File: config.mk
export PLATFORM = sky130hd
export DESIGN_NAME = alarm_timer_multiplexer
export DESIGN_NICKNAME = d
export VERILOG_FILES = /design/src/rtl/core/atm_pkg.sv /design/src/rtl/core/alarm_timer_multiplexer.sv /design/src/rtl/core/atm_cell.sv /design/src/rtl/core/atm_scan.sv
export SDC_FILE = /design/constraint.sdc
export NUM_CORES = 1
export LEC_CHECK = 0
export CAP_MARGIN = 20
export CORE_MARGIN = 2
export CORE_UTILIZATION = 40
export CTS_CLUSTER_DIAMETER = 80
export CTS_CLUSTER_SIZE = 10
export DETAILED_ROUTE_END_ITERATION = 6
export DONT_BUFFER_PORTS = 1
export GPL_TIMING_DRIVEN = 0
export PLACE_DENSITY = 0.58
export SYNTH_ARGS = -nofsm -noshare
export SYNTH_HDL_FRONTEND = slang
export SYNTH_SLANG_ARGS = --single-unit
File: constraint.sdc
create_clock -name clk -period 8.6 [get_ports clk]
set_clock_uncertainty 0.15 [all_clocks]
set_input_delay 1.29 -clock clk [delete_from_list [all_inputs] [get_ports clk]]
set_output_delay 1.29 -clock clk [all_outputs]
set_load 0.03 [all_outputs]
File: src/rtl/core/atm_pkg.sv
package atm_pkg;

  localparam int NUM_TIMERS   = 16;
  localparam int SLOT_IDX_W   = $clog2(NUM_TIMERS);
  localparam int TIMER_ID_W   = 4;
  localparam int SECONDS_W    = 16;
  localparam int TIME_W       = 32;
  localparam int DELAY_W      = 16;

  localparam logic OP_ARM  = 1'b0;
  localparam logic OP_TICK = 1'b1;

  localparam logic [TIME_W-1:0] DELAY_MAX = TIME_W'({DELAY_W{1'b1}});

  typedef struct packed {
    logic                  operation;
    logic [TIMER_ID_W-1:0] timer_id;
    logic [SECONDS_W-1:0]  seconds;
  } atm_in_t;

  typedef struct packed {
    logic                  fired_valid;
    logic [TIMER_ID_W-1:0] fired_id;
    logic                  any_pending;
    logic [DELAY_W-1:0]    next_delay;
    logic                  last;
  } atm_out_t;

  // one timer slot as it travels around the ring
  typedef struct packed {
    logic              armed;
    logic [TIME_W-1:0] deadline;
  } atm_slot_t;

  // scan results handed to the result sequencer
  typedef struct packed {
    logic [NUM_TIMERS-1:0] fired_mask;
    logic                  have_best;
    logic [TIME_W-1:0]     best;
  } atm_scan_stat_t;

  typedef enum logic [1:0] {
    ST_IDLE,
    ST_SCAN,
    ST_EMIT
  } atm_state_t;

endpackage

File: src/rtl/core/alarm_timer_multiplexer.sv
// an accepted item is scanned in the 16-step rotation of the slot ring past the
//   single compare unit; then its first result is registered, and further results
//   of the same item follow one per cycle while out_ready is high; a new item is
//   taken only after all 1 to 16 results of the last item have been loaded
// reset: rst_n synchronous, clears the clock, all armed flags and the handshakes
module alarm_timer_multiplexer (
  input  logic             clk,
  input  logic             rst_n,
  input  logic             in_valid,
  output logic             in_ready,
  input  atm_pkg::atm_in_t in_data,
  output logic             out_valid,
  input  logic             out_ready,
  output atm_pkg::atm_out_t out_data
);

  localparam int N = atm_pkg::NUM_TIMERS;

  atm_pkg::atm_state_t             state_r, state_nxt;
  logic [atm_pkg::SLOT_IDX_W-1:0]  cnt_r, cnt_nxt;
  logic [atm_pkg::TIME_W-1:0]      now_r, now_nxt;
  logic                            out_valid_r;
  atm_pkg::atm_out_t               out_data_r;

  logic                            in_acc;
  logic                            scan_step;
  logic                            scan_done;
  logic                            load;
  logic                            emit_last;
  logic [atm_pkg::SLOT_IDX_W-1:0]  sel_idx;
  logic [N-1:0]                    rest_mask;
  logic [atm_pkg::TIME_W-1:0]      arm_deadline;

  atm_pkg::atm_slot_t              cell_q [N];
  atm_pkg::atm_slot_t              wr_slot;
  atm_pkg::atm_slot_t              head_back;
  atm_pkg::atm_scan_stat_t         stat;
  atm_pkg::atm_out_t               res;

  assign in_acc = in_valid & in_ready;

  // arm writes now + delay; a zero delay writes a disarmed slot (cancel)
  assign arm_deadline     = now_r + atm_pkg::TIME_W'(in_data.seconds);
  assign wr_slot.armed    = (in_data.seconds != '0);
  assign wr_slot.deadline = arm_deadline;

  // ring of slot cells: cell 0 is the head seen by the compare unit, each
  // cell shifts toward the head, the evaluated head re-enters at the tail;
  // after N steps every slot is back in its own cell
  for (genvar i = 0; i < N; i++) begin : g_cell
    atm_pkg::atm_slot_t nb;
    logic               wr_hit;

    if (i == N - 1) begin : g_tail
      assign nb = head_back;
    end else begin : g_body
      assign nb = cell_q[i+1];
    end

    assign wr_hit = in_acc && (in_data.operation == atm_pkg::OP_ARM) &&
                    (in_data.timer_id == atm_pkg::TIMER_ID_W'(i));

    atm_cell u_cell (
      .clk      (clk),
      .rst_n    (rst_n),
      .shift_en (scan_step),
      .wr_en    (wr_hit),
      .wr_slot  (wr_slot),
      .shift_in (nb),
      .q        (cell_q[i])
    );
  end

  // compare unit at the head: expiry, fired mask and running minimum
  atm_scan u_scan (
    .clk      (clk),
    .rst_n    (rst_n),
    .start    (in_acc),
    .step     (scan_step),
    .idx      (cnt_r),
    .now      (now_r),
    .head     (cell_q[0]),
    .clr_en   (load),
    .clr_idx  (sel_idx),
    .head_out (head_back),
    .stat     (stat)
  );

  // lowest fired slot goes out first
  always_comb begin
    sel_idx = '0;
    for (int k = N - 1; k >= 0; k--) begin
      if (stat.fired_mask[k]) begin
        sel_idx = atm_pkg::SLOT_IDX_W'(k);
      end
    end
  end

  always_comb begin
    rest_mask          = stat.fired_mask;
    rest_mask[sel_idx] = 1'b0;
  end

  assign emit_last = (rest_mask == '0);

  always_comb begin
    res.fired_valid = |stat.fired_mask;
    res.fired_id    = (|stat.fired_mask) ? atm_pkg::TIMER_ID_W'(sel_idx) : '0;
    res.any_pending = stat.have_best;
    // saturating delay, zero when nothing is armed
    if (!stat.have_best) begin
      res.next_delay = '0;
    end else if (stat.best > atm_pkg::DELAY_MAX) begin
      res.next_delay = '1;
    end else begin
      res.next_delay = stat.best[atm_pkg::DELAY_W-1:0];
    end
    res.last = emit_last;
  end

  assign scan_done = (cnt_r == atm_pkg::SLOT_IDX_W'(N - 1));

  // next state
  always_comb begin
    state_nxt = state_r;
    case (state_r)
      atm_pkg::ST_IDLE: begin
        if (in_valid) begin
          state_nxt = atm_pkg::ST_SCAN;
        end
      end
      atm_pkg::ST_SCAN: begin
        if (scan_done) begin
          state_nxt = atm_pkg::ST_EMIT;
        end
      end
      atm_pkg::ST_EMIT: begin
        if (load && emit_last) begin
          state_nxt = atm_pkg::ST_IDLE;
        end
      end
      default: begin
        state_nxt = atm_pkg::ST_IDLE;
      end
    endcase
  end

  // state outputs
  always_comb begin
    in_ready  = 1'b0;
    scan_step = 1'b0;
    load      = 1'b0;
    case (state_r)
      atm_pkg::ST_IDLE: begin
        in_ready = 1'b1;
      end
      atm_pkg::ST_SCAN: begin
        scan_step = 1'b1;
      end
      atm_pkg::ST_EMIT: begin
        // output register free or being drained this cycle
        load = ~out_valid_r | out_ready;
      end
      default: begin
        in_ready = 1'b0;
      end
    endcase
  end

  always_comb begin
    cnt_nxt = cnt_r;
    if (in_acc) begin
      cnt_nxt = '0;
    end else if (scan_step) begin
      cnt_nxt = cnt_r + 1'b1;
    end
  end

  // tick advances the clock before the scan
  assign now_nxt = (in_acc && in_data.operation == atm_pkg::OP_TICK) ? now_r + 1'b1 : now_r;

  always_ff @(posedge clk) begin
    if (!rst_n) begin
      state_r     <= atm_pkg::ST_IDLE;
      cnt_r       <= '0;
      now_r       <= '0;
      out_valid_r <= 1'b0;
    end else begin
      state_r <= state_nxt;
      cnt_r   <= cnt_nxt;
      now_r   <= now_nxt;
      if (load) begin
        out_valid_r <= 1'b1;
      end else if (out_ready) begin
        out_valid_r <= 1'b0;
      end
    end
  end

  always_ff @(posedge clk) begin
    if (load) begin
      out_data_r <= res;
    end
  end

  assign out_valid = out_valid_r;
  assign out_data  = out_data_r;

endmodule

File: src/rtl/core/atm_cell.sv
module atm_cell (
  input  logic               clk,
  input  logic               rst_n,
  input  logic               shift_en,
  input  logic               wr_en,
  input  atm_pkg::atm_slot_t wr_slot,
  input  atm_pkg::atm_slot_t shift_in,
  output atm_pkg::atm_slot_t q
);

  logic                          armed_r;
  logic [atm_pkg::TIME_W-1:0]    deadline_r;

  always_ff @(posedge clk) begin
    if (!rst_n) begin
      armed_r <= 1'b0;
    end else if (wr_en) begin
      armed_r <= wr_slot.armed;
    end else if (shift_en) begin
      armed_r <= shift_in.armed;
    end
  end

  // deadline is only meaningful while armed
  always_ff @(posedge clk) begin
    if (wr_en) begin
      deadline_r <= wr_slot.deadline;
    end else if (shift_en) begin
      deadline_r <= shift_in.deadline;
    end
  end

  assign q.armed    = armed_r;
  assign q.deadline = deadline_r;

endmodule

File: src/rtl/core/atm_scan.sv
module atm_scan (
  input  logic                              clk,
  input  logic                              rst_n,
  input  logic                              start,
  input  logic                              step,
  input  logic [atm_pkg::SLOT_IDX_W-1:0]    idx,
  input  logic [atm_pkg::TIME_W-1:0]        now,
  input  atm_pkg::atm_slot_t                head,
  input  logic                              clr_en,
  input  logic [atm_pkg::SLOT_IDX_W-1:0]    clr_idx,
  output atm_pkg::atm_slot_t                head_out,
  output atm_pkg::atm_scan_stat_t           stat
);

  logic [atm_pkg::NUM_TIMERS-1:0] fired_mask_r, fired_mask_nxt;
  logic                           have_best_r, have_best_nxt;
  logic [atm_pkg::TIME_W-1:0]     best_r, best_nxt;
  logic [atm_pkg::TIME_W-1:0]     since;
  logic [atm_pkg::TIME_W-1:0]     left;
  logic                           expired;
  logic                           fire;

  // wrap-safe: expired when now - deadline is non-negative as signed
  assign since   = now - head.deadline;
  assign expired = ~since[atm_pkg::TIME_W-1];
  assign left    = head.deadline - now;
  assign fire    = head.armed & expired;

  assign head_out.armed    = head.armed & ~fire;
  assign head_out.deadline = head.deadline;

  always_comb begin
    fired_mask_nxt = fired_mask_r;
    have_best_nxt  = have_best_r;
    best_nxt       = best_r;
    if (start) begin
      fired_mask_nxt = '0;
      have_best_nxt  = 1'b0;
      best_nxt       = '0;
    end else if (step) begin
      if (fire) begin
        fired_mask_nxt[idx] = 1'b1;
      end else if (head.armed && (!have_best_r || left < best_r)) begin
        have_best_nxt = 1'b1;
        best_nxt      = left;
      end
    end else if (clr_en) begin
      fired_mask_nxt[clr_idx] = 1'b0;
    end
  end

  always_ff @(posedge clk) begin
    if (!rst_n) begin
      fired_mask_r <= '0;
      have_best_r  <= 1'b0;
    end else begin
      fired_mask_r <= fired_mask_nxt;
      have_best_r  <= have_best_nxt;
    end
  end

  always_ff @(posedge clk) begin
    best_r <= best_nxt;
  end

  assign stat.fired_mask = fired_mask_r;
  assign stat.have_best  = have_best_r;
  assign stat.best       = best_r;

endmodule
# Word-level counts from Yosys, hierarchy flattened
# Cells that the tools add are included.
# op_classes
n_addsub	5
mul	0
n_div	0
order_cmp	6
n_eq_ne	22
shifts	0
mux	97
bitwise	12
reduce_logical	51
# op_table
operator	n
$mux 32	32
$mux 16	4
$mux 4	16
$sub 32x32->32	2
$mux 1	39
$eq 4x4->1 const B	9
$reduce_bool 2->1	18
$add 32x1->32 const B	1
$add 32x16->32	1
$gt 32x16->1 const B	1
$lt 32x32->1	1
$logic_and 1x1->1	22
$and 16x16->16	1
$eq 4x3->1 const B	4
$logic_not 16->1	1
$not 16->16	1
$or 16x16->16	1
$reduce_bool 16->1	1
$reduce_or 16->1	1
$lt 4x5->1 const B	2
$demux 1 s4	2
$eq 4x2->1 const B	2
$ge 4x1->1 const B	2
$mux 2	3
other kinds (17)	26
# totals
ff_bits	639
latch_bits	0
ram_bits	0
romBits	0
input_bits	25
out_inout_bits	25
elab_cells	237
n_memories	0

# Longest topological paths before layout
# Gate-level depths: netlist of the first run.
# logic_depth
word_depth	26
depth_mapped	23
depth_no_buf	20

# By module
# A second synthesis of the first run with hierarchy kept.
# hier_totals
hier_cells	2460
area_unflattened_um2	34968.5
# modules_own_cells
mod	instances	cells_each	area_each_um2	seq_area_each_um2
atm_cell	16	74	1560.2	980.9
atm_scan	1	783	5801.8	980.9
alarm_timer_multiplexer	1	493	4202.8	1471.4

# Worst setup path before layout of the first run
# OpenSTA, ideal clock, no wires.
# synth_path
path_kind	register to register
start	reg now_r[6] (netlist bit)
end	reg u_scan.best_r[20] (netlist bit)
setup_time_ns	0.128
t_arrival_ns	4.519
required_time_ns	8.322
path_slack_ns	3.804
stages_incl_launch_ff	22
n_path_buf	3
synth_period_minus_slack_ns	4.796
cell_sequence	dfxtp_1 inv_1 ha_1 a21o_1 a2111oi_2 nand3_1 a311o_1 a2111oi_2 nor2_1 xor2_1 ha_1 a2111oi_0 o21ai_0 a221oi_1 nor2_1 o41a_1 or3_1 buf_2 buf_6 buf_6 mux2i_1 nor2_1
# synth_via
elab_chain_cells	5
elab_cells_between_ends	9
cone_classes	add/sub: 2; order compare: 1; bitwise: 3; reduce/logical: 3
# synth_rtl
element	line	rtl
start: declaration	alarm_timer_multiplexer.sv:21	logic [atm_pkg::TIME_W-1:0] now_r, now_nxt;
start signal: assignment	alarm_timer_multiplexer.sv:191	now_r <= now_nxt;
$sub 32x32->32	atm_scan.sv:26	assign left = head.deadline - now;
named net u_scan.left, one bit	atm_scan.sv:19	logic [atm_pkg::TIME_W-1:0] left;
$lt 32x32->1	atm_scan.sv:43	end else if (head.armed && (!have_best_r || left < best_r)) begin
$logic_or 1x1->1	atm_scan.sv:43	
$logic_and 1x1->1	atm_scan.sv:43	
$reduce_and 3->1 (no line)	--	
end signal: assignment	atm_scan.sv:63	best_r <= best_nxt;
end: declaration	atm_scan.sv:17	logic [atm_pkg::TIME_W-1:0] best_r, best_nxt;
# The timed path passes the listed nets, and every way through them passes these cells.
# A chain may end at the register's enable or synchronous reset.

# Worst setup path after layout of the first run
# layout_path
start	reg g_cell[0].u_cell.deadline_r[0] (netlist bit)
end	reg u_scan.best_r[21] (netlist bit)
# layout_via
elab_chain_cells	5
elab_cells_between_ends	9
cone_classes	add/sub: 2; order compare: 1; bitwise: 3; reduce/logical: 3
# layout_rtl
element	line	rtl
start: declaration	atm_cell.sv:12	logic [atm_pkg::TIME_W-1:0] deadline_r;
start signal: assignment	atm_cell.sv:27	deadline_r <= wr_slot.deadline;
start signal: assignment	atm_cell.sv:29	deadline_r <= shift_in.deadline;
$sub 32x32->32	atm_scan.sv:26	
named net u_scan.left, one bit	atm_scan.sv:19	
$lt 32x32->1	atm_scan.sv:43	
$logic_or 1x1->1	atm_scan.sv:43	
$logic_and 1x1->1	atm_scan.sv:43	
$reduce_and 3->1 (no line)	--	
# The timed path passes the listed nets, and every way through them passes these cells.

==> flow_summary.yaml, run 1 <==
clock_tree:
  cts-hold-fix-buffers: 0
  numCtsBuffers: 75
  cts_resized: 0
  clockRootBuffer: "clkbuf_16"
  post-cts-setup-buffers: 0
  clock_sinks: 639
  path_clk_slew_ns: 0.06
  worstSkewPairLatency_ns: 0.64
  cts_tree: "yes"
  cts_buffer_depth: 3
  htree_levels: 3
pwr:
  switching_power_mw: 1.718
  power_frac_comb_pct: 7.5
  cellLeakagePower_nw: 13.51
  internal-power_mw: 5.380
  pwr-share-seq_pct: 51.2
  max-vdd-ir-drop_mv: 0.1462
  p_per_area_mw_per_mm2: 198.7
  p_sw_share_pct: 24.21
  p_total_mw: 7.098
  pwr-share-clk_pct: 41.3
critical_path:
  rrSetupSlack_ns: 2.54
  r2r_cells: 22
  crit_required_ns: 8.99
  cp_max_fo: 10
  cp_common_cell: "a211oi_1"
  cp_cell_sequence: "inv_1 > ha_1 > inv_1 > fa_1 > a211oi_1 > o21ai_0 > a211oi_1 > o221ai_1 > a21oi_1 > o21ai_0 > xnor2_1 > ha_1 > nand4_1 > or2_2 > nor4_1 > o31a_1 > o41a_1 > or3_1 > buf_2 > clkbuf_1 > nor2_1 > a211oi_1"
  start_kind: "register"
  critPathSlowestCell: "nor4_1"
  critPathArrivalTime_ns: 6.45
  max_stage_delay_ns: 0.49
  crit_type: "register to register"
  worstSetupEndpointType: "register"
global_route:
  grt_pass1_wl_mm: 126.8
  antenna_found_initial: 1
  grt_util_all_layers_pct: 20.19
  gr-total-overflow: 0
  grt_max_degree: 33
  grt_pass1_vias: 21125
cells_and_area:
  antennaDiodeCount: 0
  final_core_util_pct: 45.30
  drive_gt1_share_pct: 5.881
  layout_common_cells: "nand2_1 (719), edfxtp_1 (535), o21ai_0 (438)"
  multiInputGateArea_mm2: 0.01243
  area_delta_synth_final_pct: 12.25
  layout.nets: 3385
  fill_cells: 7340
  seqCellArea_mm2: 0.01815
  final_common_cell: "nand2_1"
hold_path:
  hold_depth: 2
  hold_path_class: "register to register"
detailed_routing:
  drt_pass1_iterations: 5
  wl_per_cell_um: 19.17
  drc: 0
  viasPerCell: 5.224
  drtAntennaViolNets: 0
  drt_iter0_markers: 1707
  vias: 22630
  routed_wl_mm: 83.04
timing:
  setup-tns-final_ns: 0
  rsz0062_at_grt: "no"
  min_period_ns: 6.064
  hold_viol_final: 0
  fmax_mhz: 164.9
  setup_viol: 0
  finalCritPeriodShare_pct: 70.51
  maxSlewViolCount: 0
  slew_headroom_pct: 28.51
  timing.final.ws_setup_ns: 2.536
  max_slew.worst_pin.slew_ns: 1.057
floorplanning:
  chipWidth_um: 286.1
  row_count: 103
  dieArea_mm2: 0.08184
  die_height_um: 286.1
  coreArea_mm2: 0.07887
  start_util_pct: 40.36
  io-pin-count: 50
placed_design:
  place_congestion: 0.8874
  dp_slack_ns: 2.593
  place_hpwl_mm: 64.12
  portBuffers: 0
synthesis:
  ys_warn_count: 0
  syn_inst: 3153
  synth_area_mm2: 0.03183
  synth_edf_count: 535
  ys_ff_latch: 639
  syn_area_per_cell_um2: 10.09
  seq_area_frac_synth_pct: 57.01
  synth_fp_nets: 3294
  synth-main-ff-cell: "edfxtp_1"
  synthDistinctLibCells: 72
  async_flop_share_pct: 0
job:
  drv_cap: 0
run_status:
  outcome: "complete, no violations"
## final timing paths
| path | start | end |
|---|---|---|
| setup / recovery | g_cell[0].u_cell.deadline_r[0] | u_scan.best_r[21] |
| hold / removal | u_scan.best_r[0] | u_scan.best_r[0] |
| setup reg to reg | g_cell[0].u_cell.deadline_r[0] | u_scan.best_r[21] |
| hold reg to reg | u_scan.best_r[0] | u_scan.best_r[0] |
## cell families (layout without fill, tap and decap cells)
logic type               count (synthesis)  after routing  share of synthesized area [%]
AO/OA/AOI/OAI                          733            733                          13.44
XOR/XNOR                                81             81                          2.229
adder cells (fa/ha/maj)                116            116                          4.607
buffers and inverters                  328            457                          3.955
flip-flops                             639            639                          57.01
multiplexers                            89             89                          3.050
AND/OR/NAND/NOR                       1167           1167                          15.70
## cells in the mapped netlist (all sizes together) (29+ instances only)
library cell,instances,area [um2]
or3,29,181.4
dfxtp,104,2082
and2,30,187.7
xnor2,61,534.3
clkbuf,197,739.5
edfxtp,535,16070
nor3,48,240.2
mux2,64,720.7
inv,117,439.2
nor2,150,565.6
a21oi,105,529.3
nand3,77,385.4
ha,114,1426
o21ai,443,2225
nand2,722,2713
## through the flow
step | std cells | cell area (um2) | hold slack [ns]
final | 4332 | 35730 | 0.3277
after detailed placement | 4217 | 33530 | 0.3163
after CTS | 4332 | 35730 | 0.3248
after floorplan | 3153 | 31830 | 0.2564
after global routing | 4332 | 35730 | 0.3404
after global placement | 4203 | 33140 | 0.3155
## final cells by class
cell class | instances | share of cell area, %
Timing Repair Buffer | 14 | 1.079
Buffer | 211 | 2.294
Tap cell | 1050 | 3.677
Clock inverter | 11 | 0.5848
Sequential cell | 639 | 50.79
Multi-Input combinational cell | 2186 | 34.79
Clock buffer | 104 | 5.558
Inverter | 117 | 1.229
## sequential cells by signal, indices dropped and copies added (netlist names)
name                      flops
out_valid                     1
u_scan.fired_mask_r          16
u_scan.have_best_r            1
g_cell.u_cell.armed_r        16
g_cell.u_cell.deadline_r    512
now_r                        32
out_data                     23
state_r                       2
cnt_r                         4
u_scan.best_r                32
## power groups by stage
stage	clock [mW]	combinational (mW)	sequential [mW]
after detailed placement	0	0.538	3.69
after CTS	2.99	0.541	3.63
after floorplan	0	0.355	3.67
after global placement	0	0.493	3.70
final	2.93	0.535	3.63
after global routing	3.10	0.608	3.65
## worst max-delay path: cells and delay by family (launching register included)
kind / cells / cell delay (ns)
buf+inv: 4 / 0.84
compound gates: 9 / 2.31
xor+xnor: 1 / 0.18
simple gates: 5 / 1.08
flops: 1 / 0.46
fa+ha+maj: 3 / 0.94
## per-layer routing
metal | global-route usage, % | vias to the layer above | share of wire, %
li1 | - | 11323 | -
met1 | 27.34 | 10592 | 45
met2 | 33.63 | 590 | 47
met3 | 2.711 | 125 | 5.3
met4 | 6.309 | 0 | 2.7
met5 | 0 | - | 0
(Power assumes the default switching activity.)
==> run 2, diff against run 1 <==
- clock period: 8.6 -> 6.2 ns (I/O delays scaled with it)
==> run 2 against run 1 <==
Effect of this change: final cell count hardly changed; sequential share of layout area hardly changed; hold slack better by 0.0012 ns; critical endpoint is now u_scan.best_r[20].
==> flow_summary.yaml, run 2 (synthesis results as in run 1) <==
run_status:
  outcome: "complete, no violations"
floorplanning:
  start_util_pct: 40.36
  chipWidth_um: 286.1
  io-pin-count: 50
  row_count: 103
  coreArea_mm2: 0.07887
  dieArea_mm2: 0.08184
  die_height_um: 286.1
detailed_routing:
  viasPerCell: 5.222
  drtAntennaViolNets: 0
  wl_per_cell_um: 19.16
  drc: 0
  vias: 22628
  drt_pass1_iterations: 5
  routed_wl_mm: 83.03
  drt_iter0_markers: 1753
placed_design:
  place_hpwl_mm: 64.12
  place_congestion: 0.8874
  place_area_mm2: 0.03353
  dp_slack_ns: 0.1929
  portBuffers: 0
critical_path:
  rrSetupSlack_ns: 0.32
  crit_family: "compound AO/OA/AOI/OAI gates"
  r2r-start: "g_cell[0].u_cell.deadline_r[0]"
  cp_num_buf_inv: 5
  start_kind: "register"
  r2r_cells: 23
  cp_max_fo: 10
  cp_cell_sequence: "inv_1 > ha_1 > inv_1 > fa_1 > a211oi_1 > o21ai_0 > a211oi_1 > o221ai_1 > a21oi_2 > o21ai_0 > xnor2_1 > ha_1 > nand4_1 > or2_2 > nor4_2 > o31a_1 > o41a_1 > or3_1 > buf_2 > buf_6 > buf_6 > mux2i_1 > nor2_1"
  crit_type: "register to register"
  critPathSlowestCell: "edfxtp_1"
  crit_required_ns: 6.55
  r2r-end: "u_scan.best_r[20]"
  worstSetupEndpointType: "register"
  max_stage_delay_ns: 0.45
  critPathArrivalTime_ns: 6.23
global_route:
  grt_pass1_wl_mm: 126.8
  gr-total-overflow: 0
  antenna_found_initial: 1
  grt_max_degree: 33
  grt_util_all_layers_pct: 20.19
  grt_pass1_vias: 21125
hold_path:
  hold_path_class: "register to register"
  min-delay-start: "g_cell[12].u_cell.armed_r"
  hold_depth: 2
  holdPathEnd: "g_cell[12].u_cell.armed_r"
clock_tree:
  worstSkewPairLatency_ns: 0.64
  cts_resized: 0
  clock_sinks: 639
  path_clk_slew_ns: 0.06
  cts_buffer_depth: 3
  cts_tree: "yes"
  post-cts-setup-buffers: 0
  htree_levels: 3
  numCtsBuffers: 75
  clockRootBuffer: "clkbuf_16"
  cts-hold-fix-buffers: 0
timing:
  max_slew.worst_pin.slew_ns: 1.024
  hold_viol_final: 0
  setup_viol: 0
  fmax_mhz: 170.1
  maxSlewViolCount: 0
  min_period_ns: 5.880
  slew_headroom_pct: 31.22
  timing.final.ws_setup_ns: 0.3204
  finalCritPeriodShare_pct: 94.83
cells_and_area:
  final_common_cell: "nand2_1"
  largest-register: "g_cell.u_cell.deadline_r"
  final_core_util_pct: 45.32
  largest_reg_flops: 512
  area_delta_synth_final_pct: 12.29
  multiInputGateArea_mm2: 0.01244
  seqCellArea_mm2: 0.01815
  top_regs: "g_cell.u_cell.deadline_r x512, now_r x32, u_scan.best_r x32"
  layout_common_cells: "nand2_1 (719), edfxtp_1 (535), o21ai_0 (438)"
  drive_gt1_share_pct: 5.972
  fill_cells: 7343
  layout.nets: 3385
  design_area_mm2: 0.03574
pwr:
  p_per_area_mw_per_mm2: 275.6
  cellLeakagePower_nw: 13.52
  max-vdd-ir-drop_mv: 0.2027
job:
  drv_cap: 0
==> run 2: changes by cell type in the layout (fill, tap and decap cells not counted) <==
cell / before / now
nor4_2: 0 / 1
a21oi_2: 1 / 2
clkbuf_2: 0 / 1
a21oi_1: 104 / 103
clkbuf_1: 226 / 225
nor4_1: 17 / 16
diode_2: 0 / 1
==> run 2: worst max path at each step <==
stage,slack [ns],startpoint,cells past startpoint,end
2_1_floorplan,1.40,now_r[6],21,u_scan.best_r[20]
3_3_place_gp,0.21,g_cell[0].u_cell.deadline_r[0],22,u_scan.best_r[14]
3_5_place_dp,0.19,g_cell[0].u_cell.deadline_r[0],22,u_scan.best_r[21]
4_1_cts,0.18,g_cell[0].u_cell.deadline_r[0],22,u_scan.best_r[21]
5_1_grt,-0.02,g_cell[0].u_cell.deadline_r[0],23,u_scan.best_r[26]
6_report,0.32,g_cell[0].u_cell.deadline_r[0],23,u_scan.best_r[20]
==> run 2: area by class of cell <==
cell class                      instances  share of cell area [%]
Multi-Input combinational cell       2186                   34.80
Clock inverter                         11                  0.5846
Buffer                                211                   2.296
Tap cell                             1050                   3.676
Antenna cell                            1                0.007001
Timing Repair Buffer                   14                   1.078
Sequential cell                       639                   50.77
Clock buffer                          104                   5.556
Inverter                              117                   1.229
==> run 2: worst min-delay path, delay by kind of cell, from the launching register on <==
family           cells  cell delay, ns
AO/OA/AOI/OAI        1            0.07
AND/OR/NAND/NOR      1            0.05
flip-flops           1            0.31
==> run 2: routing by layer <==
| layer | track usage (%) | wire, um | vias up |
|---|---|---|---|
| met5 | 0 | 0 | - |
| met4 | 6.309 | 2331 | 0 |
| met3 | 2.711 | 4300 | 131 |
| met2 | 33.63 | 38790 | 562 |
| met1 | 27.34 | 37610 | 10604 |
| li1 | - | - | 11331 |
==> run 2: per-stage QoR <==
stage	setup TNS, ns	power (mW)	hold WS (ns)	std cells
6_report	0	9.850	0.3289	4333
5_1_grt	-0.05372	10.20	0.3404	4332
4_1_cts	0	9.932	0.3248	4332
3_5_place_dp	0	5.870	0.3163	4217
3_3_place_gp	0	5.818	0.3155	4203
2_1_floorplan	0	5.583	0.2564	3153
==> run 2: where the power goes <==
part / switching [mW] / leakage, nW / internal (mW) / total [mW]
combinational: 0.492 / 6.58 / 0.251 / 0.743
sequential: 0.0879 / 5.90 / 4.95 / 5.04
clock: 1.81 / 1.04 / 2.26 / 4.07
